--- src/rtl/nibble_dfa_pattern_scanner_assert.svh ---
// Assertion macros for the nibble automaton scanner.
// No dependencies; included by the top level.
`ifndef NIBBLE_DFA_PATTERN_SCANNER_ASSERT_SVH
`define NIBBLE_DFA_PATTERN_SCANNER_ASSERT_SVH

// Check that cons holds in the same cycle as ante.
`define NDPS_ASSERT_SAME(lbl, clk, rst_n, ante, cons) \
    lbl: assert property (@(posedge clk) disable iff (!rst_n) (ante) |-> (cons)) \
        else $error("scanner assertion failed");

// Check that cons holds in the cycle after ante.
`define NDPS_ASSERT_NEXT(lbl, clk, rst_n, ante, cons) \
    lbl: assert property (@(posedge clk) disable iff (!rst_n) (ante) |=> (cons)) \
        else $error("scanner assertion failed");

`endif

--- src/rtl/ndps_ram.sv ---
// Simple dual-port RAM: one write port, one read port with registered data.
// No dependencies.
module ndps_ram #(
    parameter int DEPTH = 256,
    parameter int WIDTH = 8
) (
    input  logic                     i_clk,
    input  logic                     i_we,
    input  logic [$clog2(DEPTH)-1:0] i_waddr,
    input  logic [WIDTH-1:0]         i_wdata,
    input  logic [$clog2(DEPTH)-1:0] i_raddr,
    output logic [WIDTH-1:0]         o_rdata
);

    logic [WIDTH-1:0] r_mem [DEPTH];

    // Write port
    always_ff @(posedge i_clk) begin
        if (i_we) begin
            r_mem[i_waddr] <= i_wdata;
        end
    end

    // Registered read port
    always_ff @(posedge i_clk) begin
        o_rdata <= r_mem[i_raddr];
    end

endmodule

--- config.mk ---
export PLATFORM = sky130hd
export DESIGN_NAME = ndps_ram
export DESIGN_NICKNAME = d
export VERILOG_FILES = /design/src/rtl/nibble_dfa_pattern_scanner_assert.svh /design/src/rtl/ndps_ram.sv
export SDC_FILE = /design/constraint.sdc
export NUM_CORES = 2
export LEC_CHECK = 0
export BUFFER_PORTS_ARGS = -buffer_cell sky130_fd_sc_hd__buf_2
export CORE_MARGIN = 4
export CORE_UTILIZATION = 63
export CTS_CLUSTER_SIZE = 14
export DETAILED_ROUTE_END_ITERATION = 10
export GPL_ROUTABILITY_DRIVEN = 0
export PLACE_DENSITY = 0.79
export SLEW_MARGIN = 20
export SYNTH_ARGS = -nofsm -noshare
export SYNTH_HDL_FRONTEND = slang
export SYNTH_SLANG_ARGS = --single-unit
--- constraint.sdc ---
create_clock -name i_clk -period 3.4 [get_ports i_clk]
set_input_delay 0.68 -clock i_clk [delete_from_list [all_inputs] [get_ports i_clk]]
set_output_delay 0.68 -clock i_clk [all_outputs]
set_load 0.03 [all_outputs]
* Word-level counts from Yosys, hierarchy flattened *
Memories as Yosys holds them, arrays and structs flattened. A register that Yosys moved wholly into a read port is not among the register bits.
Index checks and enable logic that the tools add are counted.

storage, ports and cells
  register bits after elaboration = 0
  memory bits (writable) = 2,048
  word-level logic and storage cells = 3
  memories kept = 1
  output and inout bits = 8

operators by class
  multiplexer cells = 2

memory list
  memory  depth  width  read ports  clocked after Yosys merged registers in  wr ports  RTL line        text
  r_mem   256    8      1           1                                        1         ndps_ram.sv:15  logic [WIDTH-1:0] r_mem [DEPTH];

operator list
  kind               number
  two-way mux 1 bit  2

* Longest topological paths before layout *
  depth in word-level cells = 2
  mapped depth = 11
  mapped depth without buffers = 6

* Worst setup path after synthesis *
No wires, ideal clock.

  path kind = input port to flip-flop
  from = input port i_raddr[0]
  to = register o_rdata[2], read port of r_mem
  stages on the path = 9
  slack = 0.782 ns
  arrival time = 2.487 ns
  library setup time = 0.131 ns
  path through = buf_6 buf_12 buf_8 buf_2 mux4_2 a22oi_1 a21oi_1 nor4_1 nor4_2

RTL lines
  item                RTL line        text
  start: declaration  ndps_ram.sv:11  input logic [$clog2(DEPTH)-1:0] i_raddr,
  end: declaration    ndps_ram.sv:12  output logic [WIDTH-1:0] o_rdata

==> flow_metrics.env <==
export IMPL_synth_edff_count=2048
export IMPL_max_slew_margin_rel_pct=24.5
export IMPL_grt_pass1_wl_mm=300
export IMPL_setup_slack_ns=0.361
export IMPL_final_nets=4210
export IMPL_insertion_delay_ns=0.81
export IMPL_setup_violations=0
export IMPL_synth_warnings=0
export IMPL_dr_pass1_iters=6
export IMPL_post_cts_setup_buffers=0
export IMPL_ys_ff_latch=2056
export IMPL_min_path_type="input port to flip-flop"
export IMPL_cp_max_fo=16
export IMPL_status="finished clean"
export IMPL_synthFlopType="edfxtp_1"
export IMPL_vias_per_cell=7.10
export IMPL_synth_nets=3759
export IMPL_first_global_vias=42568
export IMPL_netlist_top_cells_area="edfxtp_1 77%, mux4_2 13%, mux2i_1 1.7%, nor2_1 1.3%, a22oi_1 1.3%"
export IMPL_dp_hpwl_mm=123
export IMPL_synth_most_common_cell="edfxtp_1"
export IMPL_fin_crit_sh_pct=89.4
export IMPL_hold_ws_ns=0.464
export IMPL_netlist_area_sq_mm=0.0796
export IMPL_track_usage_pct=31.7
export IMPL_cts_sinks=2056
export IMPL_dpl_cell_count=5641
export IMPL_ys_async_sr_fraction_pct=0
export IMPL_max_slew_worst_pin_slew_ns=1.13
export IMPL_stdcell_count=5998
export IMPL_h_tree_depth=4
export IMPL_max_freq_mhz=329
export IMPL_drt_total_wl_mm=205
export IMPL_drc_errors=0
export IMPL_synth_top_area_share_pct=77.3
export IMPL_setup_worst_path_class="input port to flip-flop"
export IMPL_core_sq_mm=0.126
export IMPL_worst_setup_path_end_kind="flip-flop"
export IMPL_ioPinCount=34
export IMPL_cts_buffer_depth=3
export IMPL_yosys_area_top_type="edfxtp_1"
export IMPL_wl_per_cell_um=34.2
export IMPL_initial_core_util_pct=63.4
export IMPL_grt_antenna_before_repair=9
export IMPL_drive_above_1_share_pct=28.1
export IMPL_postCtsResizedCells=0
export IMPL_drv_cap=0
export IMPL_powerDensity_mw_per_mm2=570
export IMPL_floorplan_die_area_sq_mm=0.132
export IMPL_vdd_drop_max_v=0.000661
export IMPL_p_leak_nw=29.0
export IMPL_timing_setup_tns_ns=0
export IMPL_cp_arrival_ns=3.75
export IMPL_syn_avg_cell_area_sq_um=21.3
export IMPL_netlist_instances=3733
export IMPL_cts_root_buf="clkbuf_16"
export IMPL_pre_cts_slack_ns=-0.273
export IMPL_synth_cell_types=55
export IMPL_clk_pin_slew_ns=0.07
export IMPL_cts_hold_buf=0
export IMPL_finalHoldViolCount=0
export IMPL_rsz0062_at_grt="no"
export IMPL_cts_tree="yes"
export IMPL_ys_top_cells_by_count="2,048 x edfxtp_1, 454 x mux4_2, 282 x nor2_1, 134 x mux2i_1, 133 x a22oi_1"
export IMPL_first_iter_violations=6923
export IMPL_overflow=0
export IMPL_grt_max_degree=120
export IMPL_critPathLaunchType="input port"
export IMPL_io_buffers=33
export IMPL_synth_seq_area_share_pct=77.5
export IMPL_period_needed_ns=3.04
export IMPL_fp_row_count=130
export IMPL_fp_dieW_um=363
export IMPL_via_count=42601
export IMPL_drv_slew=0
export IMPL_syn_to_final_growth_pct=14.0
export IMPL_fp_dieH_um=363
export IMPL_numCtsBuffers=191
export IMPL_worstPathRequired_ns=4.11
export IMPL_finClkSkew_ns=0.0242
export IMPL_final_core_util_pct=72.2
export IMPL_drtAntennaViolNets=0
-- cell usage in the layout, fill, tap and decap left out, types with 49 or more instances in the layout --
cell       count
edfxtp_1    2048
mux4_2       454
a22oi_1      133
mux2i_1      134
clkbuf_16    194
nor2_1       279
buf_12        56
buf_4        403
clkinv_1      49
a21oi_1       96
-- where the power goes --
part / leakage (nW) / internal, mW / switching [mW]
Sequential: 18.5 / 27.9 / 0.0635
Clock: 2.96 / 11.8 / 9.17
Combinational: 7.54 / 1.01 / 1.75
-- kinds of logic (layout without fill, tap and decap cells) --
| logic type | Yosys count | in the layout | share of synthesized area, % |
|---|---|---|---|
| AO/OA/AOI/OAI | 385 | 385 | 3.42 |
| buffers and inverters | 235 | 843 | 1.83 |
| flip-flops | 2056 | 2056 | 77.5 |
| multiplexers | 591 | 591 | 14.6 |
| other | 0 | 7 | 0 |
| AND/OR/NAND/NOR | 466 | 466 | 2.63 |
-- sequential cells by signal (all words and copies together) (netlist names) --
name and count:
o_rdata 8, r_mem 2048
-- worst paths after layout --
check                 from            end  slack (ns)  depth (start not counted)
min             i_wdata[3]  r_mem[216][3]        0.46                          1
min reg2reg   r_mem[32][6]     o_rdata[6]        1.15                          6
max             i_raddr[0]     o_rdata[0]        0.36                         12
max reg2reg  r_mem[129][1]     o_rdata[1]        0.76                          7
-- layer usage --
metal	GRT usage (%)	wire, um	vias up
li1	-	-	16601
met2	48.4	96600	3615
met1	44.3	71000	21748
met5	0	54	-
met3	8.39	27500	627
met4	13.9	10000	10
-- metrics by stage --
stage / power, mW / cell area [sq um]
floorplan: 29.9 / 79600
global route: 53.1 / 90700
global placement: 31.1 / 84600
CTS: 51.8 / 90700
detailed placement: 31.2 / 84600
finish: 51.7 / 90700
-- area by class of cell --
cell class                      instances  area, sq um
Clock inverter                        106          976
Fill cell                            6729        34900
Antenna cell                            7         17.5
Tap cell                             1650         2060
Inverter                                2         7.51
Timing Repair Buffer                  491         4400
Sequential cell                      2056        61700
Multi-Input combinational cell       1442        16500
Clock buffer                          244         5090
-- critical path: stages --
cell and delay [ns]:
buf_8 0.25, buf_12 0.20, buf_12 0.19, buf_12 0.19
buf_4 0.29, mux2i_1 0.22, o22ai_1 0.09, o21ai_0 0.26
nand3_1 0.19, nor4_1 0.86, buf_4 0.25, nor4_2 0.04
Power figures use the tool's default switching activity.
