==> config.mk <==
export PLATFORM = sky130hd
export DESIGN_NAME = ndps_out_reg
export DESIGN_NICKNAME = d
export VERILOG_FILES = /design/src/rtl/nibble_dfa_pattern_scanner_assert.svh /design/src/rtl/ndps_pkg.sv /design/src/rtl/ndps_out_reg.sv
export SDC_FILE = /design/constraint.sdc
export NUM_CORES = 1
export LEC_CHECK = 0
export ABC_AREA = 1
export BUFFER_PORTS_ARGS = -buffer_cell sky130_fd_sc_hd__buf_2
export CAP_MARGIN = 20
export CORE_UTILIZATION = 30
export CTS_BUF_LIST = sky130_fd_sc_hd__clkbuf_8
export CTS_CLUSTER_DIAMETER = 60
export DETAILED_ROUTE_END_ITERATION = 10
export HOLD_SLACK_MARGIN = 0.08
export PLACE_DENSITY = 0.59
export SYNTH_ARGS = -nofsm -noshare
export SYNTH_HDL_FRONTEND = slang
export SYNTH_SLANG_ARGS = --single-unit
==> constraint.sdc <==
create_clock -name i_clk -period 1 [get_ports i_clk]
set_clock_uncertainty 0.05 [all_clocks]
set_input_delay 0 -clock i_clk [delete_from_list [all_inputs] [get_ports i_clk]]
set_output_delay 0 -clock i_clk [all_outputs]
set_load 0.05 [all_outputs]
==> src/rtl/nibble_dfa_pattern_scanner_assert.svh <==
// Assertion macros for the nibble automaton scanner.
// No dependencies; included by the top level.
`ifndef NIBBLE_DFA_PATTERN_SCANNER_ASSERT_SVH
`define NIBBLE_DFA_PATTERN_SCANNER_ASSERT_SVH

// Check that cons holds in the same cycle as ante.
`define NDPS_ASSERT_SAME(lbl, clk, rst_n, ante, cons) \
    lbl: assert property (@(posedge clk) disable iff (!rst_n) (ante) |-> (cons)) \
        else $error("scanner assertion failed");

// Check that cons holds in the cycle after ante.
`define NDPS_ASSERT_NEXT(lbl, clk, rst_n, ante, cons) \
    lbl: assert property (@(posedge clk) disable iff (!rst_n) (ante) |=> (cons)) \
        else $error("scanner assertion failed");

`endif

==> src/rtl/ndps_pkg.sv <==
// Shared constants, command codes and types of the nibble automaton scanner.
// No dependencies.
package ndps_pkg;

    localparam int NUM_NODES       = 1024;
    localparam int SYMBOL_COUNT    = 256;
    localparam int MAX_MATCH_CHAIN = 64;
    localparam int NIB_SLOTS       = 16;

    localparam int NODE_W  = 10;
    localparam int SYM_W   = 8;
    localparam int OFS_W   = 16;
    localparam int POS_W   = 32;
    localparam int CMD_W   = 3;
    localparam int NIB_W   = 4;
    localparam int BYTE_W  = 8;
    localparam int CNT_W   = $clog2(MAX_MATCH_CHAIN + 1);

    localparam int TRANS_DEPTH = NUM_NODES * NIB_SLOTS;

    // Command codes
    localparam logic [CMD_W-1:0] CMD_WR_TRANS = 3'd0;
    localparam logic [CMD_W-1:0] CMD_WR_NODE  = 3'd1;
    localparam logic [CMD_W-1:0] CMD_WR_OFS   = 3'd2;
    localparam logic [CMD_W-1:0] CMD_SCAN     = 3'd3;
    localparam logic [CMD_W-1:0] CMD_END      = 3'd4;

    // Node table entry
    typedef struct packed {
        logic              flag;
        logic [SYM_W-1:0]  sym;
        logic [NODE_W-1:0] next;
    } t_node;

    // One reported match
    typedef struct packed {
        logic [SYM_W-1:0] sym;
        logic [POS_W-1:0] pos;
        logic             last;
    } t_result;

endpackage

==> src/rtl/ndps_out_reg.sv <==
// Output register for match results with valid/ready on the far side.
// Depends on ndps_pkg.
module ndps_out_reg (
    input  logic             i_clk,
    input  logic             i_rst_n,
    input  logic             i_push,
    input  ndps_pkg::t_result i_data,
    output logic             o_free,
    output logic             o_valid,
    input  logic             i_ready,
    output ndps_pkg::t_result o_data
);

    logic r_valid;
    ndps_pkg::t_result r_data;

    // Slot can take a new result when empty or being drained this cycle
    assign o_free  = !r_valid || i_ready;
    assign o_valid = r_valid;
    assign o_data  = r_data;

    // Hold valid until the transaction completes
    always_ff @(posedge i_clk) begin
        if (!i_rst_n) begin
            r_valid <= 1'b0;
        end else if (i_push) begin
            r_valid <= 1'b1;
        end else if (i_ready) begin
            r_valid <= 1'b0;
        end
    end

    // Load payload
    always_ff @(posedge i_clk) begin
        if (i_push) begin
            r_data <= i_data;
        end
    end

endmodule

Yosys cells after proc, flatten, opt, wreduce, memory -nomap -nowiden
Cells that the tools add are included.
{ "totals": {"reg_bits": 42, "latchBits": 0, "ramBits": 0, "romBits": 0, "output_inout_bits": 43, "word_cells": 9, "mem_count": 0} }
{ "op_classes": {"addsub": 0, "n_mul": 0, "n_div": 0, "n_lt_le_gt_ge": 0, "n_eq_ne": 0, "n_shift": 0, "mux": 2, "n_bitwise": 0, "reduce_logical": 3} }
{ "ops": {"columns": ["cell", "n"], "rows": [
  ["$mux W1", 2],
  ["$reduce_bool A2 Y1", 1],
  ["$logic_not A1 Y1", 1],
  ["$logic_or A1 B1 Y1", 1]
]} }

Logic depth before layout (Yosys ltp)
Gate-level depths: netlist (run 1).
{ "logic_depth": {"depth_word": 2, "ltp_mapped": 3, "ltp_nobuf": 3} }

Worst setup path after synthesis (run 1)
OpenSTA, ideal clock, no wires.
{ "synth_timing": {"path_kind": "register to register", "from": "register, netlist name o_valid", "to": "register r_valid, in the netlist o_valid", "setup_ns": 0.067, "arrival_time_ns": 1.100, "required_time_ns": 0.883, "slack_ns": -0.216, "stages_incl_launch_ff": 3, "path_buffers": 0, "synth_period_minus_slack_ns": 1.216, "path_cell_list": "dfxtp_1 nand2_2 a21oi_2"} }
{ "synth_rtl": {"columns": ["element", "line_no", "source"], "rows": [
  ["end signal, assigned", "ndps_out_reg.sv:25", "r_valid <= 1'b0;"],
  ["end signal, assigned", "ndps_out_reg.sv:27", "r_valid <= 1'b1;"],
  ["end signal, assigned", "ndps_out_reg.sv:29", "r_valid <= 1'b0;"],
  ["end, declared", "ndps_out_reg.sv:14", "logic r_valid;"]
]} }

Worst setup path after layout (run 1)
{ "layout_timing": {"from": "register r_valid, in the netlist o_valid", "to": "output o_valid"} }
{ "layout_rtl": {"columns": ["element", "line_no", "source"], "rows": [
  ["end, declared", "ndps_out_reg.sv:9", "output logic o_valid,"]
]} }
No word-level cell between the ends.

==> Implementation_results.wiki, run 1 <==
{| class="wikitable"
! Metric !! Value
|-
| Number of vias in the routed layout || 963
|-
| Overall power || 4.318 mW
|-
| Clock sink count || 42
|-
| Clock network latency to the later pin of the worst-skew pair || 290 ps
|-
| Post-route DRC || 0
|-
| Mapped Nets || roughly 90
|-
| Worst slack after detailed placement || approximately 280 ps
|-
| Worst Setup Slack, final || between 20 and 30 ps
|-
| Cell Area, Placed || 1802 sq um
|-
| Via count of the first global-routing pass || 1011
|-
| Average instance area after synthesis || between 20 and 30 sq um
|-
| TritonCTS clock tree || done
|-
| Maximum root-to-sink buffer count || 2
|-
| Maximum number of pins on one net before global-route repair || 43
|-
| Final core utilization || 0.5763
|-
| Synth Instances || 47
|-
| Final design instance area without fill || 2338 sq um
|-
| Wire length of the first global-routing pass || roughly 4400 microns
|-
| Largest delay share family, worst path || flip-flops
|-
| Accumulated negative setup slack || 0 ps
|-
| Critical Path, Cell by Cell || buf_2
|-
| Via-to-Cell Ratio || 4.098
|-
| Yosys top cell area share || 0.9638
|-
| Worst min-delay path category || input pin to flop
|-
| Clock transition at path regs || 80 ps
|-
| # Max-Cap Violations || 0
|-
| WP data required || 950 ps
|-
| Max-slew violation count || 0
|-
| Final-report setup violation count || 0
|-
| Diode insertion count for antenna repair || 0
|-
| Most frequent cells in the layout || sky130_fd_sc_hd__buf_2, sky130_fd_sc_hd__dlygate4sd3_1, sky130_fd_sc_hd__edfxtp_1, sky130_fd_sc_hd__clkbuf_8, sky130_fd_sc_hd__inv_1
|-
| Antenna violations before repair || 0
|-
| Final antenna-violating net count || 0
|-
| Post-CTS setup buffer count || 0
|-
| Violations in the final reports || hold timing
|-
| Tot GR Track Use || 0.1430
|-
| Element type at the critical path start || flop
|-
| Number of nets in the final layout || 229
|-
| First-pass iteration count of the detailed router || 4
|-
| Global placement routability congestion || 0.6916
|-
| Sequential share of the synthesized area || 0.9794
|-
| Final period demand of the worst path || 974.0 ps
|-
| Overall overflow remaining after global route || 0
|-
| Crit share post-route || 0.9740
|-
| Core Rows || 23
|-
| Worst vdd rail ir drop || 1.250 mV
|-
| Outcome || complete, but fails checks
|-
| Core area || 4058 sq um
|-
| Most frequent standard cell in the layout excluding fill and tap cells || sky130_fd_sc_hd__buf_2
|-
| Maximum achievable frequency || 1027 MHz
|-
| Die Footprint || ~4500 sq um
|-
| Number of flip-flops and latches in the synthesized netlist || 42
|-
| Worst-path maximum fanout || 2
|-
| I/O Buffers || 87
|-
| Worst Max-Slew Pin Slew || 261.3 ps
|-
| WS Path Type || flop to primary output
|-
| Half-perimeter wire length of the detailed placement result || 1799 microns
|-
| Worst slack on hold paths || -72.60 ps
|-
| Number of hold buffers added after cts || 42
|-
| TritonCTS Buffers || 5
|-
| Power density over the cells || 1846 nW/um^2
|-
| Number of warnings printed during yosys synthesis || 0
|-
| Worst stage delay on the critical path || 360 ps
|-
| Area growth from synthesis to layout || 83.06%
|-
| Initial DRC Count || 21
|-
| Area of the mapped netlist || 1277 sq um
|-
| Number of top-level pins || 88
|-
| Y dimension of the die || 67.26 microns
|-
| Number of H-tree branching levels || 2
|-
| Share of post-route cells with drive strength above 1 || 0.5351
|-
| Critical Path Slowest Stage Cell || sky130_fd_sc_hd__dfxtp_2
|-
| Clock Tree Root || sky130_fd_sc_hd__clkbuf_8
|-
| CP Data Arrival Time || 920 ps
|-
| Final Routed Wirelength || ~3000 microns
|-
| Chip Width || about 67 microns
|-
| Cell taking the most area after synthesis || sky130_fd_sc_hd__edfxtp_1
|-
| Relative slew slack || 0.8270
|-
| Element type at the critical path end || primary output
|-
| Count of buffer and inverter cells on the critical path || 1
|-
| Top cells by area in the synthesized netlist || sky130_fd_sc_hd__edfxtp_1, sky130_fd_sc_hd__dfxtp_1, sky130_fd_sc_hd__inv_1
|-
| Setup repair after global routing missed its margin || false
|-
| Effective utilization at floorplan || 0.3148
|-
| Routed wirelength normalized by instance count || roughly 13 microns
|-
| Count of unique library cells instantiated by Yosys || 5
|-
| Total count of hold-check failures in the final report || 1
|-
| Leakage power || 1.014 nW
|}
routing by layer:
metal / global-route usage / vias up / share of wire
li1: - / 455 / -
met1: 0.1421 / 448 / 0.33
met2: 0.2475 / 55 / 0.55
met3: 0.07264 / 5 / 0.11
met4: 0.06383 / 0 / 0.011
met5: 0 / - / 0
final timing paths:
| check | from | endpoint | slack (ps) | cells after the start |
|---|---|---|---|---|
| worst min register to register | o_valid$_SDFFE_PN0P_ | o_valid$_SDFFE_PN0P_ | 440 | 2 |
| worst min-delay path | i_ready | o_valid$_SDFFE_PN0P_ | -70 | 4 |
| worst max-delay path | o_valid$_SDFFE_PN0P_ | o_valid | 30 | 1 |
| worst max register to register | o_valid$_SDFFE_PN0P_ | o_valid$_SDFFE_PN0P_ | 350 | 2 |
stage by stage:
step	std cells	hold WS (ps)
floorplan	47	48.87
global placement	185	126.1
detailed placement	185	128.1
CTS	235	-95.18
global route	235	-56.66
finish	235	-72.60
worst register-to-register path, delay by kind of cell, from the launching register on:
kind | cells | cell delay [ps]
and+or+nand+nor | 1 | 60
DFF | 1 | 360
AOI/OAI and AO/OA | 1 | 120
final cells by class:
class,count,area (sq um)
inverters,3,11.26
flip-flops and latches,42,1252
repair buffers,130,878.3
well taps,50,62.56
fillers,337,1719
clock buffers,5,68.82
clock inverters,3,45.04
multi-input cells,2,20.02
flip-flops by register name, summed over array words and instances (netlist names):
| name | cells |
|---|---|
| o_valid | 1 |
| o_data | 41 |
synthesized netlist by cell type, drive strengths merged:
cell,count
dfxtp,1
a21oi,1
inv,3
edfxtp,41
nand2,1
cell families after synthesis:
logic type / after synthesis / synth area share
AO/OA/AOI/OAI: 1 / 0.006857
buffers and inverters: 3 / 0.008814
flip-flops: 42 / 0.9794
AND/OR/NAND/NOR: 1 / 0.004900
what timing repair did:
action                                 CTS  global route
setup endpoints to repair                1             0
resized for setup                        1             0
endpoints found under the hold margin   42             1
power by group:
group	switching, mW	internal [mW]	total [mW]
registers	0.0332	2.08	2.12
clock network	0.575	0.742	1.32
logic	0.617	0.268	0.885
(Power assumes the default switching activity.)
==> run 2: changes to the inputs <==
--- a/config.mk
+++ b/config.mk
@@ -9,8 +9,10 @@
 export BUFFER_PORTS_ARGS = -buffer_cell sky130_fd_sc_hd__buf_2
 export CAP_MARGIN = 20
+export CORE_MARGIN = 4
 export CORE_UTILIZATION = 30
 export CTS_BUF_LIST = sky130_fd_sc_hd__clkbuf_8
 export CTS_CLUSTER_DIAMETER = 60
 export DETAILED_ROUTE_END_ITERATION = 10
+export GPL_TIMING_DRIVEN = 0
 export HOLD_SLACK_MARGIN = 0.08
 export PLACE_DENSITY = 0.59
--- a/constraint.sdc
+++ b/constraint.sdc
@@ -3,3 +3,3 @@
 set_input_delay 0 -clock i_clk [delete_from_list [all_inputs] [get_ports i_clk]]
 set_output_delay 0 -clock i_clk [all_outputs]
-set_load 0.05 [all_outputs]
+set_load 0.01 [all_outputs]
==> run 2 against run 1 <==
  * First-iteration DRC count grew 130%
  * Sequential power is essentially flat
  * Clock-buffer cell count unchanged
  * Critical path type is now input pin to primary output
  * Cell count did not move
  * Final area grew 0.48%
  * Via count is 0.42% lower
  * Critical path depth grew 4
  * Non-clock buffer count unchanged
  * The flow now finishes without violations
  * Maximum frequency up 2.7%
==> Implementation_results.wiki, run 2 (synthesis gave the netlist of run 1 again) <==
{| class="wikitable"
! Metric !! Value
|-
| Number of vias in the routed layout || 959
|-
| Seq pwr share || 0.507
|-
| # Max-Cap Violations || 0
|-
| Y dimension of the die || 73.26 microns
|-
| Worst min-delay path category || input pin to flop
|-
| Worst stage delay on the critical path || 540 ps
|-
| Met3 WL post-DR || 417 microns
|-
| Critical path launch point || i_ready
|-
| Final Routed Wirelength || 3209 microns
|-
| TritonCTS Buffers || 5
|-
| R2r endpoint || o_valid$_SDFFE_PN0P_
|-
| Leakage power || 1.022 nW
|-
| Via-to-Cell Ratio || 4.081
|-
| Core Rows || 23
|-
| Worst slack on hold paths || approximately 340 ps
|-
| Total count of hold-check failures in the final report || 0
|-
| Effective utilization at floorplan || 0.3148
|-
| Cell-internal power || roughly 3.3 mW
|-
| Worst Max-Slew Pin Slew || 902.2 ps
|-
| WS Path Type || input pin to primary output
|-
| Final period demand of the worst path || 948.2 ps
|-
| Worst-path maximum fanout || 2
|-
| Global placement routability congestion || slightly above 0.6
|-
| Core area || 4058 sq um
|-
| Worst-case reg-to-reg path depth || 2
|-
| Via count of the first global-routing pass || 1051
|-
| Post-route DRC || 0
|-
| Cell Area, Placed || 1775 sq um
|-
| Routed wirelength normalized by instance count || 13.66 microns
|-
| Number of fillers in the final layout || about 330
|-
| CP Data Arrival Time || roughly 900 ps
|-
| Chip Width || 73.26 microns
|-
| Wire length the detailed router placed on met1 || 1137 microns
|-
| Area occupied by multi-input gates || approximately 15 sq um
|-
| Diode insertion count for antenna repair || 0
|-
| Post-CTS setup buffer count || 0
|-
| Area growth from synthesis to layout || 83.94%
|-
| Max-slew violation count || 0
|-
| Clock sink count || 42
|-
| Setup repair after global routing missed its margin || false
|-
| Number of nets in the final layout || 229
|-
| Switching portion of total power || 0.1978
|-
| Half-perimeter wire length of the detailed placement result || around 1900 microns
|-
| Element type at the critical path end || primary output
|-
| Antenna violations before repair || 0
|-
| Top Layer Used || met4
|-
| Combinational share of power || 0.112
|-
| Count of placed standard cells including taps || 184
|-
| Maximum number of pins on one net before global-route repair || 43
|-
| TritonCTS clock tree || done
|-
| Setup slack on the worst flop-to-flop path || 330 ps
|-
| Power density over the cells || around 1800 nW/um^2
|-
| Element type at the critical path start || input pin
|-
| Initial DRC Count || between 40 and 50
|-
| I/O Buffers || 87
|-
| Number of top-level pins || 88
|-
| Critical Path, Cell by Cell || dlygate4sd3_1, buf_2, inv_1, nand2_2, buf_6
|-
| Clock power frac || 0.381
|-
| Die Footprint || 5366 sq um
|-
| Maximum achievable frequency || 1055 MHz
|-
| Tot GR Track Use || 0.1267
|-
| Clock transition at path regs || 80 ps
|-
| Critical Path Slowest Stage Cell || sky130_fd_sc_hd__dlygate4sd3_1
|-
| Wire length of the first global-routing pass || 4919 microns
|-
| Worst setup path end || o_free
|-
| Most frequent standard cell in the layout excluding fill and tap cells || sky130_fd_sc_hd__buf_2
|-
| Worst vdd rail ir drop || 1.150 mV
|-
| Relative slew slack || 0.3985
|-
| Crit share post-route || 0.9482
|-
| Number of flip-flops under the largest register name || slightly above 40
|-
| Maximum root-to-sink buffer count || 2
|-
| Outcome || finished clean
|-
| Overall overflow remaining after global route || 0
|-
| Sequential standard cell area || 1251 sq um
|-
| Net load switching power || approximately 0.82 mW
|-
| WP data required || 950 ps
|-
| Number of H-tree branching levels || 2
|-
| Met2 wire length || 1597 microns
|-
| Clock Tree Root || sky130_fd_sc_hd__clkbuf_8
|-
| Most frequent cells in the layout || sky130_fd_sc_hd__buf_2, sky130_fd_sc_hd__dlygate4sd3_1, sky130_fd_sc_hd__edfxtp_1, sky130_fd_sc_hd__clkbuf_8, sky130_fd_sc_hd__inv_1
|-
| Share of post-route cells with drive strength above 1 || 0.5243
|-
| Final design instance area without fill || 2350 sq um
|-
| Final-report setup violation count || 0
|-
| Final antenna-violating net count || 0
|-
| Final Instance Count excl. Fillers || ~240
|-
| Clock network latency to the later pin of the worst-skew pair || 290 ps
|-
| Source of the worst register-to-register timing path || o_valid$_SDFFE_PN0P_
|-
| First-pass iteration count of the detailed router || 4
|}
-- run 2: how the worst min path moves through the flow --
stage / from / to / slack (ps) / cells after the start
2_1_floorplan: i_data[0] / o_data[0]$_DFFE_PP_ / 50 / 0
3_3_place_gp: i_data[15] / o_data[15]$_DFFE_PP_ / 130 / 1
3_5_place_dp: i_data[15] / o_data[15]$_DFFE_PP_ / 130 / 1
4_1_cts: i_data[16] / o_data[16]$_DFFE_PP_ / 350 / 2
5_1_grt: i_data[16] / o_data[16]$_DFFE_PP_ / 350 / 2
6_report: i_push / o_data[19]$_DFFE_PP_ / 340 / 1
-- run 2: area by class of cell --
| class | instances | area share |
|---|---|---|
| Clock buffer | 5 | 0.02929 |
| Clock inverter | 3 | 0.02929 |
| Inverter | 3 | 0.004792 |
| Multi-Input combinational cell | 2 | 0.006390 |
| Sequential cell | 42 | 0.5325 |
| Tap cell | 50 | 0.02662 |
| Timing Repair Buffer | 130 | 0.3711 |
-- run 2: stage by stage --
step	setup TNS, ps	setup WS (ps)	utilization	total power, mW
final	0	51.79	0.5791	4.169
after CTS	0	65.91	0.5776	4.193
after global placement	-3849	-94.65	0.4376	2.479
after global routing	0	7.548	0.5791	4.336
after floorplan	0	313.5	-	2.245
after detailed placement	-6469	-156.0	0.4376	2.492
-- run 2: timing repair --
action	4_1_cts	5_1_grt
endpoints found under the hold margin	42	0
gates resized for setup	0	1
hold buffers	43	0
endpoints found under the setup margin	0	1
-- run 2: metal layers --
| layer | vias up | track usage |
|---|---|---|
| li1 | 454 | - |
| met1 | 439 | 0.1271 |
| met2 | 59 | 0.2165 |
| met3 | 7 | 0.06293 |
| met4 | 0 | 0.06148 |
| met5 | - | 0 |
-- run 2: worst max-delay path, delay by kind of cell --
kind	cells	cell delay, ps
AND/OR/NAND/NOR	1	60
buffers and inverters	4	830
-- run 2: power groups by stage --
stage	sequential, mW	combinational (mW)	clock [mW]
finish	2.11	0.466	1.59
global route	2.13	0.510	1.70
CTS	2.12	0.466	1.61
detailed placement	2.16	0.336	0
global placement	2.15	0.329	0
floorplan	2.24	0.00801	0
==> run 3: changes to the inputs <==
Settings changed: CORE_UTILIZATION 30 to 40, PLACE_DENSITY 0.59 to 0.76.
==> run 3 against run 2 <==
  * Utilization up 19 points
  * Total power down 1.1%
  * Die area down 22%
  * Largest power group unchanged
  * Highest routed layer unchanged
==> Implementation_results.wiki, run 3 (synthesis gave the netlist of run 1 again) <==
{| class="wikitable"
! Metric !! Value
|-
| Outcome || finished clean
|-
| Worst-path maximum fanout || 2
|-
| Power density over the cells || between 1500 and 2000 nW/um^2
|-
| Number of vias in the routed layout || slightly below 1000
|-
| # Max-Cap Violations || 0
|-
| Setup repair after global routing missed its margin || false
|-
| Initial DRC Count || 24
|-
| Area growth from synthesis to layout || 82.96%
|-
| WS Path Type || input pin to primary output
|-
| Diode insertion count for antenna repair || 0
|-
| Leakage power || 1.020 nW
|-
| Core Rows || 20
|-
| Post-route DRC || 0
|-
| Post-CTS setup buffer count || 0
|-
| Crit share post-route || 0.9691
|-
| Worst min-delay path category || input pin to flop
|-
| Final Instance Count excl. Fillers || between 200 and 250
|-
| Effective utilization at floorplan || 0.4184
|-
| I/O Buffers || 87
|-
| Number of H-tree branching levels || 2
|-
| Final antenna-violating net count || 0
|-
| Number of nets in the final layout || 229
|-
| Final period demand of the worst path || 969.1 ps
|-
| Via-to-Cell Ratio || 4.271
|-
| Relative slew slack || 0.4109
|-
| Top Layer Used || met4
|-
| CP Data Arrival Time || slightly above 900 ps
|-
| First-pass iteration count of the detailed router || 4
|-
| Worst slack on hold paths || 337.1 ps
|-
| Met3 WL post-DR || between 200 and 300 microns
|-
| Share of post-route cells with drive strength above 1 || 0.5189
|-
| Via count of the first global-routing pass || roughly 1100
|-
| Clock transition at path regs || 80 ps
|-
| Final-report setup violation count || 0
|-
| Met2 wire length || 2105 microns
|-
| Clock Tree Root || sky130_fd_sc_hd__clkbuf_8
|-
| Chip Width || 64.51 microns
|-
| Tot GR Track Use || 0.1877
|-
| Element type at the critical path end || primary output
|-
| Final Routed Wirelength || 3560 microns
|-
| Global placement routability congestion || 0.6890
|-
| WP data required || 950 ps
|-
| Maximum root-to-sink buffer count || 2
|-
| Clock network latency to the later pin of the worst-skew pair || 280 ps
|-
| Wire length the detailed router placed on met1 || between 1000 and 1500 microns
|-
| Worst vdd rail ir drop || around 1.7 mV
|-
| TritonCTS clock tree || done
|-
| Max-slew violation count || 0
|-
| TritonCTS Buffers || 5
|-
| Most frequent standard cell in the layout excluding fill and tap cells || sky130_fd_sc_hd__buf_2
|-
| Clock sink count || 42
|-
| Wire length of the first global-routing pass || 5547 microns
|-
| Total count of hold-check failures in the final report || 0
|-
| Number of fillers in the final layout || between 150 and 200
|-
| Number of top-level pins || between 80 and 90
|-
| Maximum achievable frequency || roughly 1000 MHz
|-
| Most frequent cells in the layout || sky130_fd_sc_hd__buf_2, sky130_fd_sc_hd__dlygate4sd3_1, sky130_fd_sc_hd__edfxtp_1, sky130_fd_sc_hd__clkbuf_8, sky130_fd_sc_hd__inv_1
|-
| Count of placed standard cells including taps || 178
|-
| Number of flip-flops under the largest register name || 41
|-
| Maximum number of pins on one net before global-route repair || 43
|-
| Die Footprint || 4162 sq um
|-
| Y dimension of the die || about 65 microns
|-
| Element type at the critical path start || input pin
|-
| Routed wirelength normalized by instance count || 15.55 microns
|-
| Overall overflow remaining after global route || 0
|-
| Antenna violations before repair || 0
|-
| Core area || 3053 sq um
|-
| Worst Max-Slew Pin Slew || 883.6 ps
|}
-- run 3: worst max-delay path: stages --
cell                            delay, ps
sky130_fd_sc_hd__dlygate4sd3_1        540
sky130_fd_sc_hd__buf_2                130
sky130_fd_sc_hd__inv_1                 50
sky130_fd_sc_hd__nand2_2               60
sky130_fd_sc_hd__buf_6                130
-- run 3: path summary, 6_finish.rpt --
path | from | endpoint | slack (ps) | cells after the start
worst min-delay path | i_push | o_data[10]$_DFFE_PP_ | 340 | 1
worst max register to register | o_valid$_SDFFE_PN0P_ | o_valid$_SDFFE_PN0P_ | 300 | 2
worst max-delay path | i_ready | o_free | 30 | 5
worst min register to register | o_valid$_SDFFE_PN0P_ | o_valid$_SDFFE_PN0P_ | 480 | 2
-- run 3: layout make-up --
type / instances / area (sq um) / area share
multi-input cells: 2 / 15.01 / 0.006424
clock buffers: 5 / 68.82 / 0.02944
inverters: 3 / 11.26 / 0.004818
well taps: 44 / 55.05 / 0.02355
flip-flops and latches: 42 / 1251 / 0.5353
repair buffers: 130 / 872.1 / 0.3731
clock inverters: 3 / 63.81 / 0.02730
-- run 3: repair_timing --
action / 4_1_cts / 5_1_grt
hold buffers: 43 / 0
hold endpoints to repair: 42 / 0
endpoints found under the setup margin: 0 / 1
gates resized for setup: 0 / 1
-- run 3: routing by layer --
metal,vias to the layer above,global-route usage
li1,453,-
met1,464,0.1719
met2,55,0.3737
met3,6,0.06066
met4,0,0.07124
met5,-,0
-- run 3: stage by stage --
| step | total power [mW] | utilization | setup slack [ps] | area [sq um] | TNS, ps |
|---|---|---|---|---|---|
| after floorplan | 2.245 | - | 313.5 | 1277 | 0 |
| after global placement | 2.475 | 0.5791 | -76.25 | 1768 | -3096 |
| after detailed placement | 2.492 | 0.5791 | -145.0 | 1768 | -5993 |
| after CTS | 4.138 | 0.7635 | 33.58 | 2331 | 0 |
| after global routing | 4.291 | 0.7656 | 4.416 | 2337 | 0 |
| final | 4.123 | 0.7656 | 30.92 | 2337 | 0 |
-- run 3: power by group --
group	switching [mW]	internal (mW)	total, mW
clock	0.539	0.987	1.53
combinational	0.213	0.262	0.474
sequential	0.0374	2.08	2.12
